File: config.mk
export PLATFORM = sky130hd
export DESIGN_NAME = line_rasterizer_flat
export DESIGN_NICKNAME = d
export VERILOG_FILES = /design/src/rtl/lr_pkg.sv /design/src/rtl/lr_cmd_if.sv /design/src/rtl/lr_pix_if.sv /design/src/rtl/lr_ctrl.sv /design/src/rtl/lr_datapath.sv /design/src/rtl/line_rasterizer.sv /design/src/flat_wrapper.sv
export SDC_FILE = /design/constraint.sdc
export NUM_CORES = 1
export LEC_CHECK = 0
export ABC_AREA = 1
export BUFFER_PORTS_ARGS = -buffer_cell sky130_fd_sc_hd__buf_2
export CORE_UTILIZATION = 63
export CTS_BUF_LIST = sky130_fd_sc_hd__clkbuf_8
export CTS_CLUSTER_DIAMETER = 80
export DETAILED_ROUTE_END_ITERATION = 8
export PLACE_DENSITY = 0.9
export SLEW_MARGIN = 25
export SYNTH_ARGS = -nofsm -noshare
export SYNTH_HDL_FRONTEND = slang
export SYNTH_SLANG_ARGS = --single-unit
export TNS_END_PERCENT = 5
File: constraint.sdc
create_clock -name i_clk -period 15.2 [get_ports i_clk]
set_clock_uncertainty 0.15 [all_clocks]
set_input_delay 3.04 -clock i_clk [delete_from_list [all_inputs] [get_ports i_clk]]
set_output_delay 3.04 -clock i_clk [all_outputs]
set_load 0.02 [all_outputs]
File: src/rtl/lr_pkg.sv
// shared types and constants of the line rasterizer
package lr_pkg;

    localparam int COORD_BITS = 6;
    localparam int ERR_BITS   = COORD_BITS + 2;

    typedef logic [COORD_BITS-1:0] t_coord;
    typedef logic [ERR_BITS-1:0]   t_err;

    localparam t_coord COORD_ONE = t_coord'(1);

    typedef enum logic [0:0] {
        LR_IDLE,
        LR_RUN
    } t_lr_state;

    // controller to datapath
    typedef struct packed {
        logic load;
        logic step;
    } t_dp_cmd;

    // datapath to controller
    typedef struct packed {
        logic line_nonzero;
        logic step_last;
    } t_dp_status;

endpackage

File: src/rtl/lr_cmd_if.sv
// line command channel: start point, end point and ink
interface lr_cmd_if;
    logic             valid;
    logic             ready;
    lr_pkg::t_coord   start_x;
    lr_pkg::t_coord   start_y;
    lr_pkg::t_coord   end_x;
    lr_pkg::t_coord   end_y;
    logic             ink;

    modport source (output valid, output start_x, output start_y, output end_x,
                    output end_y, output ink, input ready);
    modport sink   (input valid, input start_x, input start_y, input end_x,
                    input end_y, input ink, output ready);
endinterface

File: src/rtl/lr_pix_if.sv
// pixel channel: one pixel coordinate per beat
interface lr_pix_if;
    logic             valid;
    logic             ready;
    lr_pkg::t_coord   pixel_x;
    lr_pkg::t_coord   pixel_y;
    logic             pixel_ink;
    logic             last_pixel;

    modport source (output valid, output pixel_x, output pixel_y, output pixel_ink,
                    output last_pixel, input ready);
    modport sink   (input valid, input pixel_x, input pixel_y, input pixel_ink,
                    input last_pixel, output ready);
endinterface

File: src/rtl/lr_ctrl.sv
// controller of the line rasterizer: command handshake, stepping, pixel valid
module lr_ctrl (
    input  logic               i_clk,
    input  logic               i_rst_n,
    input  logic               i_in_valid,
    output logic               o_in_ready,
    output logic               o_out_valid,
    input  logic               i_out_ready,
    input  lr_pkg::t_dp_status i_status,
    output lr_pkg::t_dp_cmd    o_cmd
);

    lr_pkg::t_lr_state r_state, n_state;
    logic              r_out_valid, n_out_valid;
    logic              w_load;
    logic              w_step;

    always_ff @(posedge i_clk) begin
        if (!i_rst_n) begin
            r_state     <= lr_pkg::LR_IDLE;
            r_out_valid <= 1'b0;
        end else begin
            r_state     <= n_state;
            r_out_valid <= n_out_valid;
        end
    end

    // next state
    always_comb begin
        n_state = r_state;
        unique case (r_state)
            lr_pkg::LR_IDLE: begin
                if (w_load && i_status.line_nonzero) begin
                    n_state = lr_pkg::LR_RUN;
                end
            end
            lr_pkg::LR_RUN: begin
                if (w_step && i_status.step_last) begin
                    n_state = lr_pkg::LR_IDLE;
                end
            end
            default: n_state = lr_pkg::LR_IDLE;
        endcase
    end

    // outputs
    always_comb begin
        o_in_ready = 1'b0;
        w_step     = 1'b0;
        unique case (r_state)
            lr_pkg::LR_IDLE: begin
                o_in_ready = 1'b1;
            end
            lr_pkg::LR_RUN: begin
                // step only when the pixel register is free or being drained
                w_step = !r_out_valid || i_out_ready;
            end
            default: begin
                o_in_ready = 1'b0;
            end
        endcase
    end

    assign w_load = i_in_valid && o_in_ready;

    always_comb begin
        if (w_step) begin
            n_out_valid = 1'b1;
        end else if (i_out_ready) begin
            n_out_valid = 1'b0;
        end else begin
            n_out_valid = r_out_valid;
        end
    end

    assign o_out_valid = r_out_valid;
    assign o_cmd.load  = w_load;
    assign o_cmd.step  = w_step;

endmodule

File: src/rtl/lr_datapath.sv
// datapath of the line rasterizer: setup, bresenham step and pixel register
module lr_datapath (
    input  logic               i_clk,
    input  lr_pkg::t_dp_cmd    i_cmd,
    input  lr_pkg::t_coord     i_start_x,
    input  lr_pkg::t_coord     i_start_y,
    input  lr_pkg::t_coord     i_end_x,
    input  lr_pkg::t_coord     i_end_y,
    input  logic               i_ink,
    output lr_pkg::t_dp_status o_status,
    output lr_pkg::t_coord     o_pixel_x,
    output lr_pkg::t_coord     o_pixel_y,
    output logic               o_pixel_ink,
    output logic               o_last_pixel
);

    // line state
    lr_pkg::t_coord r_major_pos;
    lr_pkg::t_coord r_minor_pos;
    lr_pkg::t_coord r_major_end;
    lr_pkg::t_err   r_error_term;
    lr_pkg::t_err   r_inc_straight;
    lr_pkg::t_err   r_inc_diagonal;
    logic           r_steep;
    logic           r_major_dec;
    logic           r_minor_dec;
    logic           r_held_ink;

    // pixel register
    lr_pkg::t_coord r_pixel_x;
    lr_pkg::t_coord r_pixel_y;
    logic           r_pixel_ink;
    logic           r_last_pixel;

    // setup
    lr_pkg::t_coord w_dx, w_dy, w_dmaj, w_dmin;
    lr_pkg::t_coord w_mstart, w_mend, w_nstart, w_nend;
    logic           w_steep;
    lr_pkg::t_err   w_inc_s;
    lr_pkg::t_err   w_inc_d;
    lr_pkg::t_err   w_err0;

    always_comb begin
        w_dx    = (i_start_x > i_end_x) ? (i_start_x - i_end_x) : (i_end_x - i_start_x);
        w_dy    = (i_start_y > i_end_y) ? (i_start_y - i_end_y) : (i_end_y - i_start_y);
        w_steep = w_dx < w_dy;
        if (w_steep) begin
            w_dmaj   = w_dy;
            w_dmin   = w_dx;
            w_mstart = i_start_y;
            w_mend   = i_end_y;
            w_nstart = i_start_x;
            w_nend   = i_end_x;
        end else begin
            w_dmaj   = w_dx;
            w_dmin   = w_dy;
            w_mstart = i_start_x;
            w_mend   = i_end_x;
            w_nstart = i_start_y;
            w_nend   = i_end_y;
        end
        w_inc_s = {1'b0, w_dmin, 1'b0};
        w_inc_d = w_inc_s - {1'b0, w_dmaj, 1'b0};
        w_err0  = w_inc_s - {2'b00, w_dmaj};
    end

    // one step along the major axis
    lr_pkg::t_coord w_major_nxt;
    lr_pkg::t_coord w_minor_nxt;
    lr_pkg::t_err   w_err_nxt;
    logic           w_err_neg;
    logic           w_last;

    always_comb begin
        w_err_neg = r_error_term[lr_pkg::ERR_BITS-1];
        if (w_err_neg) begin
            w_minor_nxt = r_minor_pos;
            w_err_nxt   = r_error_term + r_inc_straight;
        end else begin
            w_minor_nxt = r_minor_dec ? (r_minor_pos - lr_pkg::COORD_ONE)
                                      : (r_minor_pos + lr_pkg::COORD_ONE);
            w_err_nxt   = r_error_term + r_inc_diagonal;
        end
        w_major_nxt = r_major_dec ? (r_major_pos - lr_pkg::COORD_ONE)
                                  : (r_major_pos + lr_pkg::COORD_ONE);
        w_last      = w_major_nxt == r_major_end;
    end

    always_ff @(posedge i_clk) begin
        if (i_cmd.load) begin
            r_major_pos    <= w_mstart;
            r_minor_pos    <= w_nstart;
            r_major_end    <= w_mend;
            r_error_term   <= w_err0;
            r_inc_straight <= w_inc_s;
            r_inc_diagonal <= w_inc_d;
            r_steep        <= w_steep;
            r_major_dec    <= !(w_mend > w_mstart);
            r_minor_dec    <= !(w_nend > w_nstart);
            r_held_ink     <= i_ink;
        end else if (i_cmd.step) begin
            r_major_pos  <= w_major_nxt;
            r_minor_pos  <= w_minor_nxt;
            r_error_term <= w_err_nxt;
        end
    end

    always_ff @(posedge i_clk) begin
        if (i_cmd.step) begin
            r_pixel_x    <= r_steep ? w_minor_nxt : w_major_nxt;
            r_pixel_y    <= r_steep ? w_major_nxt : w_minor_nxt;
            r_pixel_ink  <= r_held_ink;
            r_last_pixel <= w_last;
        end
    end

    assign o_status.line_nonzero = w_mstart != w_mend;
    assign o_status.step_last    = w_last;
    assign o_pixel_x             = r_pixel_x;
    assign o_pixel_y             = r_pixel_y;
    assign o_pixel_ink           = r_pixel_ink;
    assign o_last_pixel          = r_last_pixel;

endmodule

File: src/rtl/line_rasterizer.sv
// top level of the line rasterizer: controller and datapath
// Takes one line command per beat on i_cmd and emits the pixels of the line on o_pix, one
// beat per step along the major axis, start point left out and end point flagged with
// last_pixel. A command is taken while idle and its line of N major-axis steps then
// occupies the single stepping datapath, one pixel per cycle while the sink keeps ready
// high, and no new command is taken until the final step of the line.
// The next command is taken in the cycle after the final pixel enters the output register,
// while that pixel still waits to be taken. A zero-length line is taken and gives no pixel.
module line_rasterizer (
    input  logic       i_clk,
    input  logic       i_rst_n,
    lr_cmd_if.sink     i_cmd,
    lr_pix_if.source   o_pix
);

    lr_pkg::t_dp_cmd    w_cmd;
    lr_pkg::t_dp_status w_status;

    lr_ctrl u_ctrl (
        .i_clk       (i_clk),
        .i_rst_n     (i_rst_n),
        .i_in_valid  (i_cmd.valid),
        .o_in_ready  (i_cmd.ready),
        .o_out_valid (o_pix.valid),
        .i_out_ready (o_pix.ready),
        .i_status    (w_status),
        .o_cmd       (w_cmd)
    );

    lr_datapath u_datapath (
        .i_clk        (i_clk),
        .i_cmd        (w_cmd),
        .i_start_x    (i_cmd.start_x),
        .i_start_y    (i_cmd.start_y),
        .i_end_x      (i_cmd.end_x),
        .i_end_y      (i_cmd.end_y),
        .i_ink        (i_cmd.ink),
        .o_status     (w_status),
        .o_pixel_x    (o_pix.pixel_x),
        .o_pixel_y    (o_pix.pixel_y),
        .o_pixel_ink  (o_pix.pixel_ink),
        .o_last_pixel (o_pix.last_pixel)
    );

endmodule

File: src/flat_wrapper.sv
// flat-port wrapper written by rule: the top's interface ports become plain ports
module line_rasterizer_flat 
  (i_clk, i_rst_n, i_cmd_valid, i_cmd_start_x, i_cmd_start_y, i_cmd_end_x, i_cmd_end_y, i_cmd_ink, i_cmd_ready, o_pix_valid, o_pix_pixel_x, o_pix_pixel_y, o_pix_pixel_ink, o_pix_last_pixel, o_pix_ready);
  lr_cmd_if i_cmd_i ();
  lr_pix_if o_pix_i ();
  input  logic i_clk;
  input  logic i_rst_n;
  input wire logic [$bits(i_cmd_i.valid)-1:0] i_cmd_valid;
  input wire logic [$bits(i_cmd_i.start_x)-1:0] i_cmd_start_x;
  input wire logic [$bits(i_cmd_i.start_y)-1:0] i_cmd_start_y;
  input wire logic [$bits(i_cmd_i.end_x)-1:0] i_cmd_end_x;
  input wire logic [$bits(i_cmd_i.end_y)-1:0] i_cmd_end_y;
  input wire logic [$bits(i_cmd_i.ink)-1:0] i_cmd_ink;
  output wire logic [$bits(i_cmd_i.ready)-1:0] i_cmd_ready;
  output wire logic [$bits(o_pix_i.valid)-1:0] o_pix_valid;
  output wire logic [$bits(o_pix_i.pixel_x)-1:0] o_pix_pixel_x;
  output wire logic [$bits(o_pix_i.pixel_y)-1:0] o_pix_pixel_y;
  output wire logic [$bits(o_pix_i.pixel_ink)-1:0] o_pix_pixel_ink;
  output wire logic [$bits(o_pix_i.last_pixel)-1:0] o_pix_last_pixel;
  input wire logic [$bits(o_pix_i.ready)-1:0] o_pix_ready;
  assign i_cmd_i.valid = i_cmd_valid;
  assign i_cmd_i.start_x = i_cmd_start_x;
  assign i_cmd_i.start_y = i_cmd_start_y;
  assign i_cmd_i.end_x = i_cmd_end_x;
  assign i_cmd_i.end_y = i_cmd_end_y;
  assign i_cmd_i.ink = i_cmd_ink;
  assign i_cmd_ready = i_cmd_i.ready;
  assign o_pix_valid = o_pix_i.valid;
  assign o_pix_pixel_x = o_pix_i.pixel_x;
  assign o_pix_pixel_y = o_pix_i.pixel_y;
  assign o_pix_pixel_ink = o_pix_i.pixel_ink;
  assign o_pix_last_pixel = o_pix_i.last_pixel;
  assign o_pix_i.ready = o_pix_ready;
  line_rasterizer u_core (.i_clk(i_clk), .i_rst_n(i_rst_n), .i_cmd(i_cmd_i), .o_pix(o_pix_i));
endmodule
== After elaboration in Yosys (flattened, before gate mapping) ==
Index checks and enable logic that the tools add are counted.

* Register bits after elaboration: 60
* Input bits: 29
* Output and inout port bits: 16
* Word-level logic and storage cells: 72

* $add $sub $neg: 12
* Magnitude comparators: 5
* Eq/ne operators: 2
* Mux-type cells: 27
* Bitwise logic cells: 1
* Reduce and logical (&&, ||, !) cells: 9

{| class="wikitable"
|+ Operator list
! kind !! count
|-
| two-way mux 6 bit || 17
|-
| greater-than comparator 6 bit || 4
|-
| two-way mux 8 bit || 3
|-
| subtractor 6 bit || 4
|-
| adder 6 x 1 -> 6 bit (second input constant) || 2
|-
| subtractor 6 x 1 -> 6 bit (second input constant) || 2
|-
| adder 8 x 7 -> 8 bit || 1
|-
| adder 8 bit || 1
|-
| subtractor 7 x 6 -> 8 bit || 1
|-
| subtractor 7 x 7 -> 8 bit || 1
|-
| equality test 6 bit || 1
|-
| less-than comparator 6 bit || 1
|-
| two-way mux 1 bit || 6
|-
| != test 6 bit || 1
|-
| nonzero test 2 bit || 2
|-
| logical AND 1 bit || 3
|-
| logical NOT 1 bit || 3
|-
| case mux 1 bit (2 select lines) || 1
|-
| logical OR 1 bit || 1
|-
| inverter 1 bit || 1
|}

== Depth between registers and ports, before layout ==
Gate-level depths: netlist (run 1).

* Depth in word-level cells: 8
* Gate-level depth with buffers: 33
* Gate-level depth less buffers: 32

== Cells and area by module ==
Synthesis (run 1) repeated with hierarchy kept, for this count alone.

* Cell total of the unflattened synthesis: 677
* Area, all modules: 5315.1 um^2

{| class="wikitable"
|+ Modules (own cells, without submodules)
! module !! instances !! cells an instance !! area each (um^2) !! seq. area each (um^2)
|-
| lr_datapath || 1 || 661 || 5205.0 || 1681.6
|-
| lr_ctrl || 1 || 16 || 110.1 || 40.0
|}

== Least setup slack after synthesis (run 1) ==
OpenSTA, ideal clock, no wires.

* Path type: input-to-reg
* Start point: in i_cmd_start_x[0]
* End point: reg u_core.u_datapath.r_error_term[6], data pin
* Library setup time: 0.259 ns
* Data arrival time: 6.621 ns
* Required time: 14.791 ns
* Path slack: 8.171 ns
* Stages: 32
* Buffers on the path: 1
* Path through: inv_1 -> ha_1 -> inv_1 -> fa_1 -> nand2_1 -> nand2_1 -> nand3_2 -> nand2_4 -> nand2_4 -> clkinv_2 -> nand3_1 -> nand2_1 -> ha_1 -> nand2_1 -> nor2_2 -> nand2_1 -> nand3_2 -> inv_4 -> buf_6 -> nand3_1 -> nand2_2 -> ha_1 -> a21o_1 -> a31oi_1 -> nor2_1 -> or2_2 -> nand2_1 -> nand2_1 -> inv_1 -> nand2_1 -> nand3_1 -> nand2_1

* Word-level cells in the longest chain between the ends: 6
* Elaborated cells between the ends (all ways): 9
* Those cells by class: 3 x add/sub; 2 x order compare; 4 x mux

{| class="wikitable"
|+ RTL lines
! item !! line !! text
|-
| from (decl) || flat_wrapper.sv:9 || <nowiki>input wire logic [$bits(i_cmd_i.start_x)-1:0] i_cmd_start_x;</nowiki>
|-
| subtractor 6 bit or greater-than comparator 6 bit (tied branches) || lr_datapath.sv:44 || <nowiki>w_dx = (i_start_x > i_end_x) ? (i_start_x - i_end_x) : (i_end_x - i_start_x);</nowiki>
|-
| two-way mux 6 bit * || lr_datapath.sv:44 ||
|-
| less-than comparator 6 bit * || lr_datapath.sv:46 || <nowiki>w_steep = w_dx < w_dy;</nowiki>
|-
| named net u_core.u_datapath.w_steep || lr_datapath.sv:38 || <nowiki>logic w_steep;</nowiki>
|-
| two-way mux 6 bit || lr_datapath.sv:47 || <nowiki>if (w_steep) begin</nowiki>
|-
| subtractor 7 x 6 -> 8 bit * || lr_datapath.sv:64 || <nowiki>w_err0 = w_inc_s - {2'b00, w_dmaj};</nowiki>
|-
| two-way mux 8 bit * || lr_datapath.sv:90 || <nowiki>if (i_cmd.load) begin</nowiki>
|-
| to (signal assigned) || lr_datapath.sv:94 || <nowiki>r_error_term <= w_err0;</nowiki>
|-
| to (signal assigned) || lr_datapath.sv:104 || <nowiki>r_error_term <= w_err_nxt;</nowiki>
|-
| to (decl) || lr_datapath.sv:21 || <nowiki>lr_pkg::t_err r_error_term;</nowiki>
|}

Mark *: on every way through the listed nets, which the timed path passes. The rest lies on a longest branch.
A chain may end at the register's enable or synchronous reset.

== Final worst setup path (run 1) ==
* Start point: in i_cmd_start_x[0]
* End point: reg u_core.u_datapath.r_error_term[6], data pin

* Word-level cells in the longest chain between the ends: 6
* Elaborated cells between the ends (all ways): 9
* Those cells by class: 3 x add/sub; 2 x order compare; 4 x mux

{| class="wikitable"
|+ RTL lines
! item !! line !! text
|-
| subtractor 6 bit or greater-than comparator 6 bit (tied branches) || lr_datapath.sv:44 ||
|-
| two-way mux 6 bit * || lr_datapath.sv:44 ||
|-
| less-than comparator 6 bit || lr_datapath.sv:46 ||
|-
| two-way mux 6 bit * || lr_datapath.sv:47 ||
|-
| named net u_core.u_datapath.w_dmin[0] || lr_datapath.sv:36 || <nowiki>lr_pkg::t_coord w_dx, w_dy, w_dmaj, w_dmin;</nowiki>
|-
| subtractor 7 x 6 -> 8 bit * || lr_datapath.sv:64 ||
|-
| two-way mux 8 bit * || lr_datapath.sv:90 ||
|}

Marked as above.

==> results.sh, run 1 <==
export IMPL_status="completed"
export IMPL_hold_ws_ps=282
export IMPL_syn_nets=782
export IMPL_ctsHoldBuffers=0
export IMPL_cts_resized=0
export IMPL_critPathMaxFanout=60
export IMPL_numCtsBuffers=9
export IMPL_dpl_cell_area_um2=5640
export IMPL_dieArea_um2=8910
export IMPL_drcViolationCount=0
export IMPL_power_leakage_nw=2.98
export IMPL_antenna_cells=0
export IMPL_std_cell_rows=33
export IMPL_die_x_um=94.4
export IMPL_grt_pass1_wl_um=21300
export IMPL_insertion_delay_ps=350
export IMPL_tightestPinTransition_ps=964
export IMPL_max_freq_mhz=123
export IMPL_fp_coreArea_um2=8260
export IMPL_htreeDepth=3
export IMPL_grtUsageTotal=0.311
export IMPL_timing_final_crit_share=0.534
export IMPL_syn_area_per_cell_um2=7.85
export IMPL_cp_required_ps=15160
export IMPL_routedWlPerCell_um=15.2
export IMPL_placed_cells=818
export IMPL_drive_gt1_frac=0.139
export IMPL_critPathKind="in2reg"
export IMPL_synthArstFlopShare=0
export IMPL_netlist_cell_type_count=45
export IMPL_grt_pass1_vias=4642
export IMPL_pin_count=45
export IMPL_min_period_ps=8120
export IMPL_post_cts_setup_buffer_count=0
export IMPL_end_kind="register"
export IMPL_setup_ws_ps=7080
export IMPL_drt_initial_drc_count=335
export IMPL_fin_tns_setup_ps=0
export IMPL_ys_flop_type="edfxtp_1"
export IMPL_ir_worst_vdd_v=0.000102
export IMPL_syn_area_um2=5380
export IMPL_drv_slew=0
export IMPL_cts_root_buf="clkbuf_8"
export IMPL_final_cell_area_um2=5870
export IMPL_hold_viol_final=0
export IMPL_via_per_inst=5.70
export IMPL_synth_seq_cells=58
export IMPL_vias=4754
export IMPL_start_kind="input port"
export IMPL_drt_pass1_iter_count=5
export IMPL_crit_arrival_ps=8080
export IMPL_final_cells=834
export IMPL_synthCells=685
export IMPL_die_h_um=94.4
export IMPL_max_stage_delay_ps=730
export IMPL_clk_pin_slew_worst_paths_ps=70
export IMPL_nets=821
export IMPL_grt_overflow=0
export IMPL_dp_hpwl_um=10000
export IMPL_max_slew_margin_rel=0.356
export IMPL_synth_seq_area_share=0.320
export IMPL_syn_to_final_growth_pct=9.21
export IMPL_cts_tree="done"
export IMPL_grt_max_degree=61
export IMPL_clock_sinks=58
export IMPL_yosys_warnings=0
export IMPL_cap_violations=0
export IMPL_drt_total_wl_um=12700
export IMPL_dp_worst_setup_slack_ps=6790
export IMPL_powerDensity_nw_per_um2=240
export IMPL_rsz0062_at_grt="false"
export IMPL_finalSetupViolations=0
export IMPL_synth_edf_count=56
export IMPL_ant_nets=0
export IMPL_antenna_found_initial=0
export IMPL_cpMaxStageDelayCell="nand3_2"
export IMPL_start_util=0.651
export IMPL_numPortBuffers=44
export IMPL_gp_congestion=1.02
export IMPL_clock_path_buffers=2
export IMPL_crit_top_cell="nand2_1"
export IMPL_hold_class="reg2reg"
cells in the final DEF (no fill, tap or decap), drive strengths merged, types with 4 or more instances in the layout:
master	instances
inv	97
nand2	213
or2	4
a21oi	31
nand4	7
edfxtp	56
mux2i	4
xnor2	8
xor2	19
clkinv	5
a21o	4
nand3	53
ha	60
fa	8
nor2	20
buf	46
clkbuf	9
o21ai	62
sequential cells by signal, summed over array words and instances (netlist names):
register / flops
u_core.u_ctrl.r_state: 1
u_core.u_datapath.r_major_pos: 6
u_core.u_datapath.r_major_end: 6
u_core.u_ctrl.o_out_valid: 1
u_core.u_datapath.o_pixel_x: 6
u_core.u_datapath.r_error_term: 7
u_core.u_datapath.r_steep: 1
u_core.u_datapath.o_last_pixel: 1
u_core.u_datapath.r_major_dec: 1
u_core.u_datapath.r_minor_pos: 6
u_core.u_datapath.r_inc_diagonal: 7
u_core.u_datapath.r_inc_straight: 6
u_core.u_datapath.r_minor_dec: 1
u_core.u_datapath.r_held_ink: 1
u_core.u_datapath.o_pixel_ink: 1
u_core.u_datapath.o_pixel_y: 6
power breakdown:
group	switching (W)	total, W	internal (W)
sequential	0.0000397	0.000334	0.000294
clock	0.0000623	0.000170	0.000107
combinational	0.000581	0.000906	0.000325
total	0.000683	0.00141	0.000727
per-layer routing:
| layer | up-vias | routed length (µm) | track usage |
|---|---|---|---|
| met2 | 186 | 6150 | 0.551 |
| li1 | 2339 | - | - |
| met1 | 2195 | 5340 | 0.375 |
| met3 | 34 | 747 | 0.0459 |
| met5 | - | 0 | 0 |
| met4 | 0 | 455 | 0.135 |
stage by stage:
stage,utilization,total power (W)
finish,0.711,0.00141
global route,0.711,0.00154
CTS,0.711,0.00139
detailed placement,0.683,0.00121
global placement,0.683,0.00115
floorplan,-,0.00101
cells by family after synthesis:
logic type / synth area share
AO/OA/AOI/OAI: 0.111
XOR/XNOR: 0.0484
adder cells (fa/ha/maj): 0.169
buffers and inverters: 0.0898
flip-flops: 0.320
multiplexers: 0.00744
AND/OR/NAND/NOR: 0.254
layout make-up:
class	instances	area, µm²
multi-input cells	510	3170
fillers	662	2380
flip-flops and latches	58	1720
inverters	99	378
repair buffers	46	235
well taps	105	131
clock buffers	9	124
clock inverters	7	110
Yosys cell counts, drive strengths merged (2+ instances only):
| cell type | count | area share |
|---|---|---|
| o21bai | 3 | 0.0042 |
| xor2 | 19 | 0.031 |
| nand3 | 53 | 0.054 |
| a21o | 4 | 0.0056 |
| nand3b | 2 | 0.0028 |
| inv | 95 | 0.067 |
| ha | 60 | 0.14 |
| o21ai | 62 | 0.060 |
| a21oi | 31 | 0.029 |
| or2 | 4 | 0.0047 |
| o22ai | 2 | 0.0023 |
| mux2i | 4 | 0.0074 |
| buf | 11 | 0.015 |
| clkbuf | 7 | 0.0049 |
| xnor2 | 8 | 0.013 |
| clkinv | 4 | 0.0030 |
| o211ai | 3 | 0.0042 |
| nand2 | 213 | 0.16 |
| edfxtp | 56 | 0.31 |
| nand4 | 7 | 0.012 |
| dfxtp | 2 | 0.0074 |
| nor2 | 20 | 0.014 |
| fa | 8 | 0.030 |
path summary, 6_finish.rpt:
check | start | endpoint | slack (ps) | depth (start not counted)
setup / recovery | i_cmd_start_x[0] | u_core.u_datapath.r_error_term[6]$_DFFE_PP_ | 7080 | 30
hold reg to reg | u_core.u_datapath.r_held_ink$_DFFE_PP_ | u_core.u_datapath.o_pixel_ink$_DFFE_PP_ | 280 | 0
hold / removal | u_core.u_datapath.r_held_ink$_DFFE_PP_ | u_core.u_datapath.o_pixel_ink$_DFFE_PP_ | 280 | 0
setup reg to reg | u_core.u_datapath.r_error_term[7]$_DFFE_PP_ | u_core.u_datapath.r_error_term[6]$_DFFE_PP_ | 12030 | 13
critical path: cells and delay by family:
| kind | cells | cell delay [ps] |
|---|---|---|
| adder cells (fa/ha/maj) | 4 | 1440 |
| AO/OA/AOI/OAI | 3 | 880 |
| buffers and inverters | 7 | 590 |
| AND/OR/NAND/NOR | 16 | 2110 |
No activity file was read; power rests on OpenSTA's default activity.
==> inputs of run 2 (changes only) <==
--- a/config.mk
+++ b/config.mk
@@ -5,13 +5,13 @@
 export SDC_FILE = /design/constraint.sdc
 export NUM_CORES = 1
 export LEC_CHECK = 0
-export ABC_AREA = 1
+export ABC_AREA = 0
 export BUFFER_PORTS_ARGS = -buffer_cell sky130_fd_sc_hd__buf_2
-export CORE_UTILIZATION = 63
+export CORE_UTILIZATION = 57
 export CTS_BUF_LIST = sky130_fd_sc_hd__clkbuf_8
 export CTS_CLUSTER_DIAMETER = 80
 export DETAILED_ROUTE_END_ITERATION = 8
-export PLACE_DENSITY = 0.9
+export PLACE_DENSITY = 0.87
 export SLEW_MARGIN = 25
 export SYNTH_ARGS = -nofsm -noshare
 export SYNTH_HDL_FRONTEND = slang
==> constraint.sdc (replaced) <==
create_clock -name i_clk -period 7.1 [get_ports i_clk]
set_clock_uncertainty 0.15 [all_clocks]
set_input_delay 1.42 -clock i_clk [delete_from_list [all_inputs] [get_ports i_clk]]
set_output_delay 1.42 -clock i_clk [all_outputs]
set_load 0.02 [all_outputs]
==> results.sh, run 2 <==
export IMPL_cap_violations=0
export IMPL_pwr_share_seq=0.242
export IMPL_drv_slew=0
export IMPL_powerDensity_nw_per_um2=518
export IMPL_syn_to_final_growth_pct=10.7
export IMPL_drt_initial_drc_count=265
export IMPL_antenna_found_initial=0
export IMPL_n_fill_cell=683
export IMPL_rsz0062_at_grt="false"
export IMPL_reg2reg_slack_ps=4100
export IMPL_synth_seq_cells=58
export IMPL_cts_resized=0
export IMPL_synthSimpleGateAreaFrac=0.146
export IMPL_cts_root_buf="clkbuf_8"
export IMPL_crit_end="u_core.u_datapath.r_major_dec$_DFFE_PP_"
export IMPL_cp_required_ps=7130
export IMPL_clock_sinks=58
export IMPL_final_cell_mix="inv_1 (64), ha_1 (60), edfxtp_1 (56), a21oi_1 (53), nor2_1 (51)"
export IMPL_crit_arrival_ps=6630
export IMPL_timing_final_crit_share=0.930
export IMPL_end_kind="register"
export IMPL_via_per_inst=5.96
export IMPL_numPortBuffers=44
export IMPL_cts_tree="done"
export IMPL_gp_congestion=0.911
export IMPL_dp_hpwl_um=9670
export IMPL_insertion_delay_ps=350
export IMPL_synth_compound_area_frac=0.205
export IMPL_finalSetupViolations=0
export IMPL_synthArstFlopShare=0
export IMPL_clock_path_buffers=2
export IMPL_cp_startpoint="i_cmd_start_x[0]"
export IMPL_vias=4386
export IMPL_synth_edf_count=56
export IMPL_syn_nets=675
export IMPL_syn_area_um2=5250
export IMPL_status="finished with violations"
export IMPL_min_period_ps=6600
export IMPL_yosys_warnings=0
export IMPL_r2r_end="u_core.u_datapath.r_error_term[7]$_DFFE_PP_"
export IMPL_drt_total_wl_um=12100
export IMPL_grt_max_degree=29
export IMPL_grt_pass1_wl_um=20100
export IMPL_start_kind="input port"
export IMPL_yosysTopAreaCell="edfxtp_1"
export IMPL_start_util=0.596
export IMPL_largestRegisters="u_core.u_datapath.r_error_term: 7 flops, u_core.u_datapath.r_inc_diagonal: 7 flops"
export IMPL_grt_overflow=0
export IMPL_p_switching_w=0.00136
export IMPL_ys_flop_type="edfxtp_1"
export IMPL_critPathKind="in2reg"
export IMPL_clk_pin_slew_worst_paths_ps=70
export IMPL_hold_class="reg2reg"
export IMPL_ir_worst_vdd_v=0.000178
export IMPL_fin_util=0.660
export IMPL_power_leakage_nw=2.59
export IMPL_final_common_cell="inv_1"
export IMPL_fin_tns_setup_ps=0
export IMPL_grt_pass1_vias=4290
export IMPL_swShare=0.451
export IMPL_setup_ws_ps=498
export IMPL_dp_worst_setup_slack_ps=258
export IMPL_numCtsBuffers=9
export IMPL_synth_most_common_cell="inv_1"
export IMPL_nets=720
export IMPL_post_cts_setup_buffer_count=0
export IMPL_tightestPinTransition_ps=901
export IMPL_grtUsageTotal=0.267
export IMPL_synthDominantCellAreaShare=0.320
export IMPL_power_frac_clock=0.119
export IMPL_routedWlPerCell_um=16.5
export IMPL_violations="DRC"
export IMPL_r2r_start="u_core.u_datapath.r_error_term[7]$_DFFE_PP_"
export IMPL_synth_seq_area_share=0.328
export IMPL_r2r_cells=12
export IMPL_power_frac_comb=0.639
export IMPL_netlist_cell_type_count=57
export IMPL_synth_mux_area_frac=0.0419
export IMPL_dieArea_um2=9600
export IMPL_intPower_w=0.00165
export IMPL_max_freq_mhz=151
export IMPL_max_slew_margin_rel=0.399
export IMPL_die_x_um=98.0
export IMPL_die_h_um=98.0
export IMPL_drive_gt1_frac=0.142
export IMPL_hold_viol_final=0
export IMPL_synth_top_family_by_area="compound AO/OA/AOI/OAI gates"
export IMPL_critPathMaxFanout=26
export IMPL_synth_area_leaders="edfxtp_1 (32%), ha_1 (14%), a21oi_1 (5.1%)"
export IMPL_drcViolationCount=2
export IMPL_std_cell_rows=34
export IMPL_yosys_area_share_xor_xnor=0.0450
export IMPL_synth_common_cells="inv_1 (62), ha_1 (60), edfxtp_1 (56), a21oi_1 (53), nor2_1 (51)"
export IMPL_synthCells=578
export IMPL_ctsHoldBuffers=0
export IMPL_yosys_area_share_adder=0.173
export IMPL_fp_coreArea_um2=8810
export IMPL_htreeDepth=3
export IMPL_pin_count=45
export IMPL_syn_area_per_cell_um2=9.08
export IMPL_ant_nets=0
export IMPL_drt_pass1_iter_count=7
export IMPL_antenna_cells=0
run 2: kinds of logic after synthesis:
group	Yosys count
AND/OR/NAND/NOR	160
multiplexers	21
XOR/XNOR	27
flip-flops	58
AO/OA/AOI/OAI	164
adder cells (fa/ha/maj)	68
buffers and inverters	80
run 2: power groups by stage:
stage	clock, W	combinational [W]	sequential, W
after floorplan	0	0.00141	0.000747
after global placement	0	0.00179	0.000721
after detailed placement	0	0.00188	0.000729
after CTS	0.000361	0.00191	0.000725
after global routing	0.000377	0.00213	0.000742
final	0.000358	0.00192	0.000728
run 2: metrics by stage:
stage	instances	power (W)	area, µm²	hold WS [ps]
floorplan	578	0.00216	5250	250
global placement	720	0.00251	5580	253
detailed placement	720	0.00261	5580	259
CTS	736	0.00300	5810	273
global route	736	0.00325	5810	304
finish	736	0.00301	5810	277
run 2: final cells by class:
cell class / instances / area [µm²] / area share
clock buffer: 9 / 124 / 0.0213
sequential: 58 / 1720 / 0.296
tap: 108 / 135 / 0.0233
clock inverter: 7 / 110 / 0.0189
inverter: 63 / 236 / 0.0407
multi-input combinational: 440 / 3210 / 0.553
timing repair buffer: 51 / 273 / 0.0469
run 2: worst min path at each step:
stage / slack, ps / cells past startpoint / endpoint / startpoint
after floorplan: 250 / 0 / u_core.u_datapath.o_pixel_ink$_DFFE_PP_ / u_core.u_datapath.r_held_ink$_DFFE_PP_
after global placement: 250 / 0 / u_core.u_datapath.o_pixel_ink$_DFFE_PP_ / u_core.u_datapath.r_held_ink$_DFFE_PP_
after detailed placement: 260 / 0 / u_core.u_datapath.o_pixel_ink$_DFFE_PP_ / u_core.u_datapath.r_held_ink$_DFFE_PP_
after CTS: 270 / 0 / u_core.u_datapath.o_pixel_ink$_DFFE_PP_ / u_core.u_datapath.r_held_ink$_DFFE_PP_
after global routing: 300 / 0 / u_core.u_datapath.o_pixel_ink$_DFFE_PP_ / u_core.u_datapath.r_held_ink$_DFFE_PP_
final: 280 / 0 / u_core.u_datapath.o_pixel_ink$_DFFE_PP_ / u_core.u_datapath.r_held_ink$_DFFE_PP_
run 2: critical path, cell delays in order:
cell	delay (ps)
buf_2	120
inv_1	70
ha_1	160
inv_1	50
fa_1	460
a211oi_4	290
o21ai_2	170
a22oi_2	240
o211ai_1	140
a31oi_1	360
nor2_1	100
ha_1	390
nor2_1	60
nor2_1	140
o21a_1	410
inv_1	100
buf_4	230
o21ai_0	420
ha_1	330
nor2b_1	150
o21a_1	170
o21ai_0	180
nand2b_1	80
a21oi_1	140
nor2b_1	50
o21ai_0	190
run 2: layer usage:
layer	track usage	vias to the layer above	share of wire
li1	-	2162	-
met1	0.340	2043	0.43
met2	0.449	155	0.48
met3	0.0429	26	0.060
met4	0.115	0	0.025
met5	0	-	0
